==> config.mk <==
export PLATFORM = sky130hd
export DESIGN_NAME = tdma_slot_scheduler_unit
export DESIGN_NICKNAME = d
export VERILOG_FILES = /design/src/rtl/tss_pkg.sv /design/src/rtl/tdma_slot_scheduler_unit.sv
export SDC_FILE = /design/constraint.sdc
export NUM_CORES = 1
export LEC_CHECK = 0
export BUFFER_PORTS_ARGS = -buffer_cell sky130_fd_sc_hd__clkbuf_2
export CAP_MARGIN = 0
export CORE_ASPECT_RATIO = 1.25
export CORE_UTILIZATION = 62
export DETAILED_ROUTE_END_ITERATION = 8
export PLACE_DENSITY = 0.81
export SLEW_MARGIN = 20
export SYNTH_ARGS = -nofsm -noshare
export SYNTH_HDL_FRONTEND = slang
export SYNTH_SLANG_ARGS = --single-unit
==> constraint.sdc <==
create_clock -name clk -period 8.9 [get_ports clk]
set_clock_uncertainty 0.1 [all_clocks]
set_input_delay 0.445 -clock clk [delete_from_list [all_inputs] [get_ports clk]]
set_output_delay 0.445 -clock clk [all_outputs]
set_load 0.01 [all_outputs]
==> src/rtl/tss_pkg.sv <==
// Shared constants and codes for the TDMA slot scheduler.
`timescale 1ns / 1ps
`default_nettype none

package tss_pkg;

    localparam int MAX_SLOTS = 6;
    localparam int LEN_W     = 16;
    localparam int TIME_W    = 32;
    localparam int SLOT_W    = 3;
    localparam int TIS_W     = 19;
    localparam int TTN_W     = 20;
    localparam int CNT_W     = 5;
    localparam int IDX_W     = 3;

    typedef enum logic [1:0] {
        OP_TICK  = 2'd0,
        OP_START = 2'd1,
        OP_STOP  = 2'd2,
        OP_NONE  = 2'd3
    } op_t;

    localparam logic [IDX_W-1:0] REG_SLOT_COUNT = 3'd0;
    localparam logic [IDX_W-1:0] REG_SLOT_LEN_0 = 3'd1;

endpackage

`default_nettype wire

==> src/rtl/tdma_slot_scheduler_unit.sv <==
// TDMA slot scheduler top level: config registers, sequencer and shared adder.
//
//  channel  | handshake             | payload
//  ---------+-----------------------+--------------------------------------------
//  item     | item_valid/item_stall | op, now_ms
//  result   | res_valid/res_stall   | accepted, advanced, is_running, slot_now,
//           |                       | cycles_done, timing_valid, time_in_slot,
//           |                       | time_to_next
//  config   | cfg_valid/cfg_ready   | cfg_index, cfg_data
//
// A request runs through these steps: accept, build the period and slot starts,
// the restoring divide, dispatch, the advance tests (one on a running tick, up
// to the number of slots in use on start, none on stop or while stopped), the
// final time fields when timing is valid, and post. With a zero period the
// divide is skipped.
// The single 20-bit add/subtract unit serves the prefix sums, the divide and the time fields.
// rst_n clears the config registers, the schedule state and the result valid.
// The item side stalls while a request is in work; a stalled result does not
// block the next request, only its posting.
`timescale 1ns / 1ps
`default_nettype none

module tdma_slot_scheduler_unit (
    input  wire logic                              clk,
    input  wire logic                              rst_n,
    // request channel
    input  wire logic                              item_valid,
    output logic                                   item_stall,
    input  wire logic [1:0]                        op,
    input  wire logic [tss_pkg::TIME_W-1:0]        now_ms,
    // result channel
    output logic                                   res_valid,
    input  wire logic                              res_stall,
    output logic                                   accepted,
    output logic                                   advanced,
    output logic                                   is_running,
    output logic [tss_pkg::SLOT_W-1:0]             slot_now,
    output logic [tss_pkg::TIME_W-1:0]             cycles_done,
    output logic                                   timing_valid,
    output logic [tss_pkg::TIS_W-1:0]              time_in_slot,
    output logic signed [tss_pkg::TTN_W-1:0]       time_to_next,
    // config write channel
    input  wire logic                              cfg_valid,
    output logic                                   cfg_ready,
    input  wire logic [tss_pkg::IDX_W-1:0]         cfg_index,
    input  wire logic [tss_pkg::LEN_W-1:0]         cfg_data
);

    localparam int AluW = tss_pkg::TTN_W;

    typedef enum logic [2:0] {
        ST_IDLE,
        ST_SUM,
        ST_DIV,
        ST_DISPATCH,
        ST_TIS,
        ST_FIX,
        ST_CMP,
        ST_DONE
    } state_t;

    state_t                          state_reg;

    logic [tss_pkg::SLOT_W-1:0]      slot_count_reg;
    logic [tss_pkg::LEN_W-1:0]       slot_len_reg [tss_pkg::MAX_SLOTS];
    logic [tss_pkg::TIS_W-1:0]       start_reg    [tss_pkg::MAX_SLOTS];

    logic                            running_reg;
    logic [tss_pkg::SLOT_W-1:0]      slot_reg;
    logic [tss_pkg::TIME_W-1:0]      cur_cycle_reg;
    logic [tss_pkg::TIME_W-1:0]      cycle_count_reg;

    tss_pkg::op_t                    op_reg;
    logic [tss_pkg::CNT_W-1:0]       count_reg;
    logic [tss_pkg::SLOT_W-1:0]      left_reg;
    logic                            final_reg;
    logic                            acc_reg;
    logic                            adv_reg;
    logic [tss_pkg::TIS_W-1:0]       period_reg;
    logic [tss_pkg::TIME_W-1:0]      quo_reg;    // dividend in, cycle number out
    logic [tss_pkg::TIS_W-1:0]       rem_reg;    // position in cycle
    logic [AluW-1:0]                 diff_reg;
    logic [tss_pkg::TIS_W-1:0]       tis_reg;
    logic [tss_pkg::TTN_W-1:0]       ttn_reg;

    logic                            res_valid_reg;
    logic                            accepted_reg;
    logic                            advanced_reg;
    logic                            is_running_reg;
    logic [tss_pkg::SLOT_W-1:0]      slot_now_reg;
    logic [tss_pkg::TIME_W-1:0]      cycles_done_reg;
    logic                            timing_valid_reg;
    logic [tss_pkg::TIS_W-1:0]       time_in_slot_reg;
    logic [tss_pkg::TTN_W-1:0]       time_to_next_reg;

    logic [tss_pkg::SLOT_W-1:0]      n_used;
    logic [tss_pkg::SLOT_W-1:0]      slot_eff;
    logic [tss_pkg::SLOT_W-1:0]      slot_inc;
    logic [tss_pkg::SLOT_W-1:0]      len_idx;
    logic [tss_pkg::LEN_W-1:0]       len_rd;
    logic [tss_pkg::LEN_W-1:0]       len_sum;
    logic [AluW-1:0]                 trial;
    logic                            sched_ok;
    logic                            valid_now;
    logic                            item_take;
    logic                            post_ok;

    // shared add/subtract unit
    logic [AluW-1:0]                 alu_a;
    logic [AluW-1:0]                 alu_b;
    logic                            alu_sub;
    logic [AluW:0]                   alu_res;
    logic                            borrow;

    always_comb
    begin
        n_used = (slot_count_reg > tss_pkg::SLOT_W'(tss_pkg::MAX_SLOTS))
                 ? tss_pkg::SLOT_W'(tss_pkg::MAX_SLOTS) : slot_count_reg;
        slot_eff  = (slot_reg >= n_used) ? '0 : slot_reg;
        slot_inc  = slot_reg + 3'd1;
        len_idx   = (state_reg == ST_SUM) ? count_reg[tss_pkg::SLOT_W-1:0] : slot_eff;
        len_rd    = slot_len_reg[len_idx];
        len_sum   = (count_reg[tss_pkg::SLOT_W-1:0] < n_used) ? len_rd : '0;
        trial     = {rem_reg, quo_reg[tss_pkg::TIME_W-1]};
        sched_ok  = (n_used != '0) && (period_reg != '0);
        valid_now = running_reg && sched_ok;
        item_take = item_valid && (state_reg == ST_IDLE);
        post_ok   = !res_valid_reg || !res_stall;
    end

    always_comb
    begin
        alu_a   = '0;
        alu_b   = '0;
        alu_sub = 1'b0;
        case (state_reg)
            ST_SUM:
            begin
                alu_a = {1'b0, period_reg};
                alu_b = {4'b0, len_sum};
            end
            ST_DIV:
            begin
                alu_a   = trial;
                alu_b   = {1'b0, period_reg};
                alu_sub = 1'b1;
            end
            ST_TIS:
            begin
                alu_a   = {1'b0, rem_reg};
                alu_b   = {1'b0, start_reg[slot_eff]};
                alu_sub = 1'b1;
            end
            ST_FIX:
            begin
                alu_a = diff_reg;
                alu_b = {1'b0, period_reg};
            end
            ST_CMP:
            begin
                alu_a   = {4'b0, len_rd};
                alu_b   = {1'b0, tis_reg};
                alu_sub = 1'b1;
            end
            default:
            begin
                alu_a = '0;
            end
        endcase
        alu_res = alu_sub ? ({1'b0, alu_a} - {1'b0, alu_b})
                          : ({1'b0, alu_a} + {1'b0, alu_b});
        borrow  = alu_res[AluW];
    end

    always_ff @(posedge clk or negedge rst_n)
    begin
        if (!rst_n)
        begin
            state_reg        <= ST_IDLE;
            slot_count_reg   <= '0;
            for (int i = 0; i < tss_pkg::MAX_SLOTS; i++)
            begin
                slot_len_reg[i] <= '0;
                start_reg[i]    <= '0;
            end
            running_reg      <= 1'b0;
            slot_reg         <= '0;
            cur_cycle_reg    <= '0;
            cycle_count_reg  <= '0;
            op_reg           <= tss_pkg::OP_TICK;
            count_reg        <= '0;
            left_reg         <= '0;
            final_reg        <= 1'b0;
            acc_reg          <= 1'b0;
            adv_reg          <= 1'b0;
            period_reg       <= '0;
            quo_reg          <= '0;
            rem_reg          <= '0;
            diff_reg         <= '0;
            tis_reg          <= '0;
            ttn_reg          <= '0;
            res_valid_reg    <= 1'b0;
            accepted_reg     <= 1'b0;
            advanced_reg     <= 1'b0;
            is_running_reg   <= 1'b0;
            slot_now_reg     <= '0;
            cycles_done_reg  <= '0;
            timing_valid_reg <= 1'b0;
            time_in_slot_reg <= '0;
            time_to_next_reg <= '0;
        end
        else
        begin
            // a result posted in ST_DONE this cycle keeps the valid high
            if (res_valid_reg && !res_stall && state_reg != ST_DONE)
            begin
                res_valid_reg <= 1'b0;
            end

            // config is frozen while the schedule runs
            if (cfg_valid && cfg_ready && !running_reg)
            begin
                if (cfg_index == tss_pkg::REG_SLOT_COUNT)
                begin
                    slot_count_reg <= cfg_data[tss_pkg::SLOT_W-1:0];
                end
                else if (cfg_index >= tss_pkg::REG_SLOT_LEN_0 &&
                         cfg_index <= tss_pkg::IDX_W'(tss_pkg::MAX_SLOTS))
                begin
                    slot_len_reg[tss_pkg::SLOT_W'(cfg_index - tss_pkg::REG_SLOT_LEN_0)]
                        <= cfg_data;
                end
            end

            case (state_reg)
                ST_IDLE:
                begin
                    if (item_take)
                    begin
                        op_reg     <= tss_pkg::op_t'(op);
                        quo_reg    <= now_ms;
                        rem_reg    <= '0;
                        period_reg <= '0;
                        count_reg  <= '0;
                        acc_reg    <= 1'b0;
                        adv_reg    <= 1'b0;
                        final_reg  <= 1'b0;
                        state_reg  <= ST_SUM;
                    end
                end

                // prefix sums: start of each slot, then the period
                ST_SUM:
                begin
                    start_reg[count_reg[tss_pkg::SLOT_W-1:0]] <= period_reg;
                    period_reg <= alu_res[tss_pkg::TIS_W-1:0];
                    if (count_reg == tss_pkg::CNT_W'(tss_pkg::MAX_SLOTS - 1))
                    begin
                        count_reg <= '0;
                        state_reg <= (alu_res[tss_pkg::TIS_W-1:0] != '0)
                                     ? ST_DIV : ST_DISPATCH;
                    end
                    else
                    begin
                        count_reg <= count_reg + 5'd1;
                    end
                end

                // restoring divide, one quotient bit a cycle
                ST_DIV:
                begin
                    rem_reg <= borrow ? trial[tss_pkg::TIS_W-1:0]
                                      : alu_res[tss_pkg::TIS_W-1:0];
                    quo_reg <= {quo_reg[tss_pkg::TIME_W-2:0], !borrow};
                    if (count_reg == tss_pkg::CNT_W'(tss_pkg::TIME_W - 1))
                    begin
                        state_reg <= ST_DISPATCH;
                    end
                    count_reg <= count_reg + 5'd1;
                end

                ST_DISPATCH:
                begin
                    case (op_reg)
                        tss_pkg::OP_TICK:
                        begin
                            left_reg  <= 3'd1;
                            state_reg <= valid_now ? ST_TIS : ST_DONE;
                        end
                        tss_pkg::OP_START:
                        begin
                            if (sched_ok)
                            begin
                                running_reg   <= 1'b1;
                                slot_reg      <= '0;
                                cur_cycle_reg <= quo_reg;
                                acc_reg       <= 1'b1;
                                left_reg      <= n_used;
                                state_reg     <= ST_TIS;
                            end
                            else
                            begin
                                final_reg <= 1'b1;
                                state_reg <= valid_now ? ST_TIS : ST_DONE;
                            end
                        end
                        tss_pkg::OP_STOP:
                        begin
                            running_reg <= 1'b0;
                            slot_reg    <= '0;
                            acc_reg     <= 1'b1;
                            state_reg   <= ST_DONE;
                        end
                        default:
                        begin
                            final_reg <= 1'b1;
                            state_reg <= valid_now ? ST_TIS : ST_DONE;
                        end
                    endcase
                end

                // time in slot: pos - start, wrapped by one period if negative
                ST_TIS:
                begin
                    slot_reg <= slot_eff;
                    if (borrow)
                    begin
                        diff_reg  <= alu_res[AluW-1:0];
                        state_reg <= ST_FIX;
                    end
                    else
                    begin
                        tis_reg   <= alu_res[tss_pkg::TIS_W-1:0];
                        state_reg <= ST_CMP;
                    end
                end

                ST_FIX:
                begin
                    tis_reg   <= alu_res[tss_pkg::TIS_W-1:0];
                    state_reg <= ST_CMP;
                end

                // len - tis: borrow means the slot is overrun
                ST_CMP:
                begin
                    if (final_reg)
                    begin
                        ttn_reg   <= alu_res[AluW-1:0];
                        state_reg <= ST_DONE;
                    end
                    else
                    begin
                        if (borrow)
                        begin
                            if (slot_inc >= n_used)
                            begin
                                cycle_count_reg <= cycle_count_reg + 32'd1;
                                cur_cycle_reg   <= quo_reg;
                                slot_reg        <= '0;
                            end
                            else
                            begin
                                slot_reg <= slot_inc;
                            end
                        end
                        else if (quo_reg != cur_cycle_reg)
                        begin
                            cycle_count_reg <= cycle_count_reg + 32'd1;
                            cur_cycle_reg   <= quo_reg;
                            slot_reg        <= '0;
                        end

                        if (op_reg == tss_pkg::OP_TICK)
                        begin
                            adv_reg <= borrow || (quo_reg != cur_cycle_reg);
                            acc_reg <= borrow || (quo_reg != cur_cycle_reg);
                        end

                        if ((borrow || (quo_reg != cur_cycle_reg)) && left_reg > 3'd1)
                        begin
                            left_reg <= left_reg - 3'd1;
                        end
                        else
                        begin
                            final_reg <= 1'b1;
                        end
                        state_reg <= ST_TIS;
                    end
                end

                ST_DONE:
                begin
                    if (post_ok)
                    begin
                        res_valid_reg    <= 1'b1;
                        accepted_reg     <= acc_reg;
                        advanced_reg     <= adv_reg;
                        is_running_reg   <= running_reg;
                        slot_now_reg     <= running_reg ? slot_reg : '0;
                        cycles_done_reg  <= cycle_count_reg;
                        timing_valid_reg <= valid_now;
                        time_in_slot_reg <= valid_now ? tis_reg : '0;
                        time_to_next_reg <= valid_now ? ttn_reg : '0;
                        state_reg        <= ST_IDLE;
                    end
                end

                default:
                begin
                    state_reg <= ST_IDLE;
                end
            endcase
        end
    end

    assign item_stall   = (state_reg != ST_IDLE);
    assign cfg_ready    = (state_reg == ST_IDLE);
    assign res_valid    = res_valid_reg;
    assign accepted     = accepted_reg;
    assign advanced     = advanced_reg;
    assign is_running   = is_running_reg;
    assign slot_now     = slot_now_reg;
    assign cycles_done  = cycles_done_reg;
    assign timing_valid = timing_valid_reg;
    assign time_in_slot = time_in_slot_reg;
    assign time_to_next = time_to_next_reg;

endmodule

`default_nettype wire
**Word-level counts from Yosys, hierarchy flattened**

Index checks and enable logic that the tools add are counted.

- Word-level logic and storage cells: 236
- Register bits after elaboration: 505
- Output and inout bits: 81

- Multiplexer cells: 83
- Add/subtract/negate cells: 7
- Bitwise gates (word level): 6
- Reductions and logical operators: 56
- Equal/unequal tests: 32
- Magnitude comparators: 13

Operators by type and width:

| cell | number |
|---|---|
| $mux 32 | 10 |
| $mux 19 | 7 |
| $pmux 32 s2 | 2 |
| $bwmux 114 | 1 |
| $pmux 19 s2 | 3 |
| $pmux 20 s5 | 1 |
| $bwmux 96 | 1 |
| $pmux 19 s4 | 1 |
| $mux 16 | 4 |
| $bmux 19 s3 | 1 |
| $demux 19 s3 | 1 |
| $bmux 16 s3 | 1 |
| $demux 16 s3 | 1 |
| $mux 3 | 16 |
| $reduce_bool 19->1 | 2 |
| $add 32x1->32 const B | 1 |
| $ne 32x32->1 | 1 |
| $pmux 3 s8 | 1 |
| $add 20x20->21 | 1 |
| $mux 21 | 1 |
| $sub 20x20->21 | 1 |
| $mux 20 | 1 |
| $ne 2x2->1 const B | 10 |
| $ne 3x3->1 const B | 6 |
| 45 further kinds | 122 |

**Longest topological paths before layout**

- Word-level depth: 18
- Gate-level depth with buffers: 34
- Gate-level depth less buffers: 26

**Least setup slack after synthesis**

No wires, ideal clock.

- Kind: register to register
- Start: register slot_count_reg[2] in the netlist's numbering
- End: register left_reg[1] in the netlist's numbering
- Clock period less this slack: 7.624 ns
- Path slack: 1.276 ns
- Arrival time: 7.434 ns
- Data required time: 8.710 ns
- Stages on the path, launching flop included: 33
- Path through: dfrtp_1 -> inv_1 -> ha_1 -> buf_2 -> nor2b_1 -> buf_2 -> nand2_1 -> clkbuf_1 -> clkbuf_1 -> mux2_2 -> a221o_1 -> a32oi_1 -> a2bb2oi_1 -> o21a_1 -> ha_1 -> or4b_1 -> or4_1 -> buf_2 -> o21ai_0 -> xnor2_1 -> ha_1 -> a21o_1 -> a21o_1 -> a21oi_1 -> nor4bb_1 -> o31ai_1 -> clkbuf_1 -> and3_1 -> a21oi_1 -> o311ai_2 -> buf_4 -> or4_1 -> o221ai_1

- Cells in the longest elaborated chain, start to end: 17
- Elaborated cells on any way between the ends: 30
- Those cells by class: 2 x add/sub; 3 x order compare; 2 x eq/ne; 16 x mux; 2 x bitwise; 5 x reduce/logical

RTL lines:

| element | RTL line | source |
|---|---|---|
| start: declaration | tdma_slot_scheduler_unit.sv:64 | `logic [tss_pkg::SLOT_W-1:0] slot_count_reg;` |
| start signal: assignment | tdma_slot_scheduler_unit.sv:225 | `slot_count_reg <= cfg_data[tss_pkg::SLOT_W-1:0];` |
| $gt 3x3->1 | tdma_slot_scheduler_unit.sv:117 | `n_used = (slot_count_reg > tss_pkg::SLOT_W'(tss_pkg::MAX_SLOTS))` |
| $mux 3 (*) | tdma_slot_scheduler_unit.sv:118 | `? tss_pkg::SLOT_W'(tss_pkg::MAX_SLOTS) : slot_count_reg;` |
| $ge 3x3->1 | tdma_slot_scheduler_unit.sv:119 | `slot_eff = (slot_reg >= n_used) ? '0 : slot_reg;` |
| $mux 3 | tdma_slot_scheduler_unit.sv:119 |  |
| $mux 3 | tdma_slot_scheduler_unit.sv:121 | `len_idx = (state_reg == ST_SUM) ? count_reg[tss_pkg::SLOT_W-1:0] : slot_eff;` |
| $not 3->4 (implied by the code) | tdma_slot_scheduler_unit.sv:122 | `len_rd = slot_len_reg[len_idx];` |
| $bmux 16 s3 | tdma_slot_scheduler_unit.sv:122 |  |
| $mux 16 (implied by the code) (2 in series) | tdma_slot_scheduler_unit.sv:122 |  |
| $mux 16 | tdma_slot_scheduler_unit.sv:123 | `len_sum = (count_reg[tss_pkg::SLOT_W-1:0] < n_used) ? len_rd : '0;` |
| $pmux 19 s4 | tdma_slot_scheduler_unit.sv:136 | `case (state_reg)` |
| $add 20x20->21 / $sub 20x20->21 (equally long branches) | tdma_slot_scheduler_unit.sv:171, tdma_slot_scheduler_unit.sv:170 |  |
| $mux 21 | tdma_slot_scheduler_unit.sv:170 | `alu_res = alu_sub ? ({1'b0, alu_a} - {1'b0, alu_b})` |
| $logic_or 1x1->1 | tdma_slot_scheduler_unit.sv:380 | `if ((borrow \|\| (quo_reg != cur_cycle_reg)) && left_reg > 3'd1)` |
| $logic_and 1x1->1 | tdma_slot_scheduler_unit.sv:380 |  |
| $ne 2x2->1 (no source line) | n/a |  |
| $reduce_and 5->1 (no source line) | n/a |  |
| end signal: assignment | tdma_slot_scheduler_unit.sv:298 | `left_reg <= n_used;` |
| end signal: assignment | tdma_slot_scheduler_unit.sv:382 | `left_reg <= left_reg - 3'd1;` |
| end: declaration | tdma_slot_scheduler_unit.sv:75 | `logic [tss_pkg::SLOT_W-1:0] left_reg;` |

Mark *: on every way between the ends. The rest lies on a longest branch, timed or not. The select of a mux whose other input is x is not followed.
A chain may end at the register's enable or synchronous reset.

**Worst setup path in the final report**

- Start: register slot_reg[2] in the netlist's numbering
- End: register cycle_count_reg[8] in the netlist's numbering

- Cells in the longest elaborated chain, start to end: 13
- Elaborated cells on any way between the ends: 23
- Those cells by class: 3 x add/sub; 2 x order compare; 1 x eq/ne; 13 x mux; 2 x bitwise; 2 x reduce/logical

RTL lines:

| element | RTL line | source |
|---|---|---|
| start: declaration | tdma_slot_scheduler_unit.sv:69 | `logic [tss_pkg::SLOT_W-1:0] slot_reg;` |
| start signal: assignment | tdma_slot_scheduler_unit.sv:325 | `slot_reg <= slot_eff;` |
| start signal: assignment | tdma_slot_scheduler_unit.sv:364 | `slot_reg <= slot_inc;` |
| $ge 3x3->1 | tdma_slot_scheduler_unit.sv:119 |  |
| $mux 3 | tdma_slot_scheduler_unit.sv:119 |  |
| $mux 3 | tdma_slot_scheduler_unit.sv:121 |  |
| $not 3->4 (implied by the code) | tdma_slot_scheduler_unit.sv:122 |  |
| $bmux 16 s3 | tdma_slot_scheduler_unit.sv:122 |  |
| $mux 16 (implied by the code) (2 in series) | tdma_slot_scheduler_unit.sv:122 |  |
| $mux 16 | tdma_slot_scheduler_unit.sv:123 |  |
| $pmux 19 s4 | tdma_slot_scheduler_unit.sv:136 |  |
| $add 20x20->21 / $sub 20x20->21 (equally long branches) | tdma_slot_scheduler_unit.sv:171, tdma_slot_scheduler_unit.sv:170 |  |
| $mux 21 | tdma_slot_scheduler_unit.sv:170 |  |
| $ne 2x1->1 (no source line) / $reduce_bool 2->1 (equally long branches) | n/a |  |
| $reduce_and 4->1 (no source line) | n/a |  |
| end signal: assignment | tdma_slot_scheduler_unit.sv:358 | `cycle_count_reg <= cycle_count_reg + 32'd1;` |
| end signal: assignment | tdma_slot_scheduler_unit.sv:369 | `cycle_count_reg <= cycle_count_reg + 32'd1;` |
| end: declaration | tdma_slot_scheduler_unit.sv:71 | `logic [tss_pkg::TIME_W-1:0] cycle_count_reg;` |

Parallel ways exist; a longest one is shown, timed or not. The select of a mux whose other input is x is not followed.

==> metrics.csv <==
metric,value,unit
status,finished clean,
pwr-share-clk,16.5,%
clk_pin_slew,0.06,ns
synth_edf_count,0,
yosys_warnings,0,
holdPathStages,3,
cts-buffers-inserted,50,
setup_slack,0.5415,ns
tritoncts,yes,
muxShareOfSynthArea,12.23,%
yosysMostFrequentCell,dfrtp_1,
fmax,0.1196,GHz
synthTopCellsByArea,"dfrtp_1 47%, mux2_2 9.3%, nand2_1 5.9%, mux2i_1 2.9%, xor2_1 2.7%",
cts_root_buf,clkbuf_16,
synth_area,27030,sq um
grt_pass1_wl,129600,um
hold_viol,0,
peakVddDrop,0.3891,mV
synthAdderAreaFrac,1.972,%
synth_top_family_by_area,simple AND/OR/NAND/NOR gates,
cpMaxStageDelayCell,dfrtp_1,
initial_core_util,62.75,%
dr.pass1.iters,5,
synth_compound_area_share,14.38,%
yosysSeqAreaShare,46.75,%
cp_max_fo,53,
critPathArrivalTime,8.73,ns
cts_setup_buffers,0,
post-route-period-util,93.92,%
ys.flop_type,dfrtp_1,
track_usage,37.43,%
dieHeight,235.4,um
post-dp-hpwl,55830,um
grt_overflow_total,0,
async_flop_share,100.0,%
rsz0062_at_grt,false,
gp_congestion,1.054,
synth_area_per_cell,9.894,sq um
p_total,13.66,mW
worstMarginPinSlew,1.100,ns
coreArea,43070,sq um
seq_power_share,30.0,%
critPathTopFamily,compound AO/OA/AOI/OAI gates,
finalSetupTns,0,ns
dp_slack,0.6850,ns
worst-path-buf-inv,3,
synth_area_leader_cell,dfrtp_1,
vias_per_cell,6.715,
critPathLaunchType,register,
r2r_cells,27,
cp-end-kind,register,
drt-initial-drc-count,2537,
clk_latency,0.62,ns
p_int,7.063,mW
postLayoutCoreUtil,70.15,%
area_growth,11.78,%
hp-class,input port to register,
largest_reg_flops,114,
htree_levels,2,
yosys.area_share.simple,17.60,%
slew_violations,0,
final_layout_size_suffix_gt1_share,20.49,%
swShare,48.29,%
grt_max_degree,166,
maxCapViolations,0,
path_class,register to register,
clk_path_buf_depth,3,
rows,85,
synth.distinct_cells,91,
synth_cells,2732,
io_buffers,138,
p_comb_share,53.5,%
routed_wl,82280,um
first_global_vias,22740,
fill_cells,3056,
die_x,188.8,um
p_leak,14.40,nW
slew_headroom,25.97,%
synth_xor_area_share,3.236,%
wl_per_cell,24.14,um
setup_viol,0,
regArea,12640,sq um
multiInputGateArea,13480,sq um
worst-path-stages,27,
synth_top_area_share,46.75,%
cpPeakStageDelay,0.66,ns
p_per_area,452.0,nW/um^2
vias,22890,
clock_sinks,505,
switching_power,6.595,mW
syn_nets,2832,
nets,2900,
netlist_top_cells_count,"505 x dfrtp_1, 427 x nand2_1, 224 x mux2_2",
synth-seq-cells,505,
ios,139,
required,9.27,ns
drc_errors,0,
period_minus_slack,8.358,ns
die_area,44440,sq um
antenna_found_initial,4,
ant_nets,0,
-- power groups by stage --
stage               Sequential (mW)  Clock (mW)  Combinational (mW)
CTS                            4.05        2.27                7.13
global placement               4.02           0                6.90
global route                   4.17        2.36                7.76
detailed placement             4.08           0                7.08
finish                         4.10        2.25                7.31
floorplan                      3.71           0                4.66
-- what timing repair did --
| action | 4_1_cts | 5_1_grt |
|---|---|---|
| endpoints found under the hold margin | 149 | 0 |
| setup endpoints to repair | 0 | 9 |
| hold buffers | 29 | 0 |
| resized for setup | 0 | 1 |
-- placed cells by master, fill, tap and decap left out, drive strengths merged, types with 7 or more instances in the layout --
master / count
and2: 15
nand2b: 11
and3: 54
ha: 41
mux2i: 77
clkinv: 15
nor2: 96
nand4: 53
a221oi: 14
nand2: 428
o21a: 10
a2bb2oi: 8
nor2b: 10
a22oi: 28
inv: 37
dfrtp: 505
buf: 62
nor4b: 8
nor4: 29
mux2: 225
o211ai: 38
nand3: 135
o21ai: 144
a31oi: 45
xor2: 83
o22ai: 16
clkbuf: 205
a22o: 69
a21o: 14
dlygate4sd3: 29
nor3: 45
a211oi: 23
or2: 9
or3: 55
o32ai: 7
o31ai: 8
xnor2: 16
a21oi: 91
-- through the flow --
| stage | instances | area (sq um) | hold slack (ns) |
|---|---|---|---|
| after floorplan | 2732 | 27030 | 0.04941 |
| after global placement | 3284 | 28150 | 0.3522 |
| after detailed placement | 3284 | 28160 | 0.3559 |
| after CTS | 3406 | 30190 | 0.0004391 |
| after global routing | 3407 | 30210 | 0.02331 |
| final | 3409 | 30210 | 0.01668 |
-- area by class of cell --
| type | count | share of cell area, % |
|---|---|---|
| Sequential cell | 505 | 41.83 |
| Multi-Input combinational cell | 1981 | 44.61 |
| Clock inverter | 25 | 1.044 |
| Inverter | 34 | 0.4224 |
| Antenna cell | 3 | 0.02485 |
| Tap cell | 565 | 2.340 |
| Clock buffer | 68 | 4.729 |
| Timing Repair Buffer | 228 | 5.002 |
-- path summary, 6_finish.rpt --
check | slack [ns] | end | startpoint
hold / removal | 0.02 | quo_reg[3] | now_ms[3]
max in group asynchronous | 6.06 | slot_len_reg[20] | rst_n
min in group asynchronous | 0.39 | time_to_next[11] | rst_n
setup / recovery | 0.54 | cycle_count_reg[8] | slot_reg[2]
hold reg to reg | 0.37 | slot_now[2] | slot_now[2]
setup reg to reg | 0.54 | cycle_count_reg[8] | slot_reg[2]
-- layer usage --
| layer | vias up | wire (um) | track usage (%) |
|---|---|---|---|
| met5 | - | 40 | 0 |
| met4 | 6 | 6005 | 24.71 |
| met3 | 351 | 6495 | 6.753 |
| met2 | 1217 | 39390 | 60.19 |
| met1 | 11290 | 30350 | 46.23 |
| li1 | 10030 | - | - |
-- cell families after synthesis --
family	count (synthesis)
XOR/XNOR	99
AO/OA/AOI/OAI	568
buffers and inverters	246
AND/OR/NAND/NOR	970
adder cells (fa/ha/maj)	42
multiplexers	302
flip-flops	505
-- tightest hold or removal path, stage by stage --
cell	delay, ns
clkbuf_2	0.08
nand2_1	0.06
a31oi_1	0.07
Power figures use the tool's default switching activity.
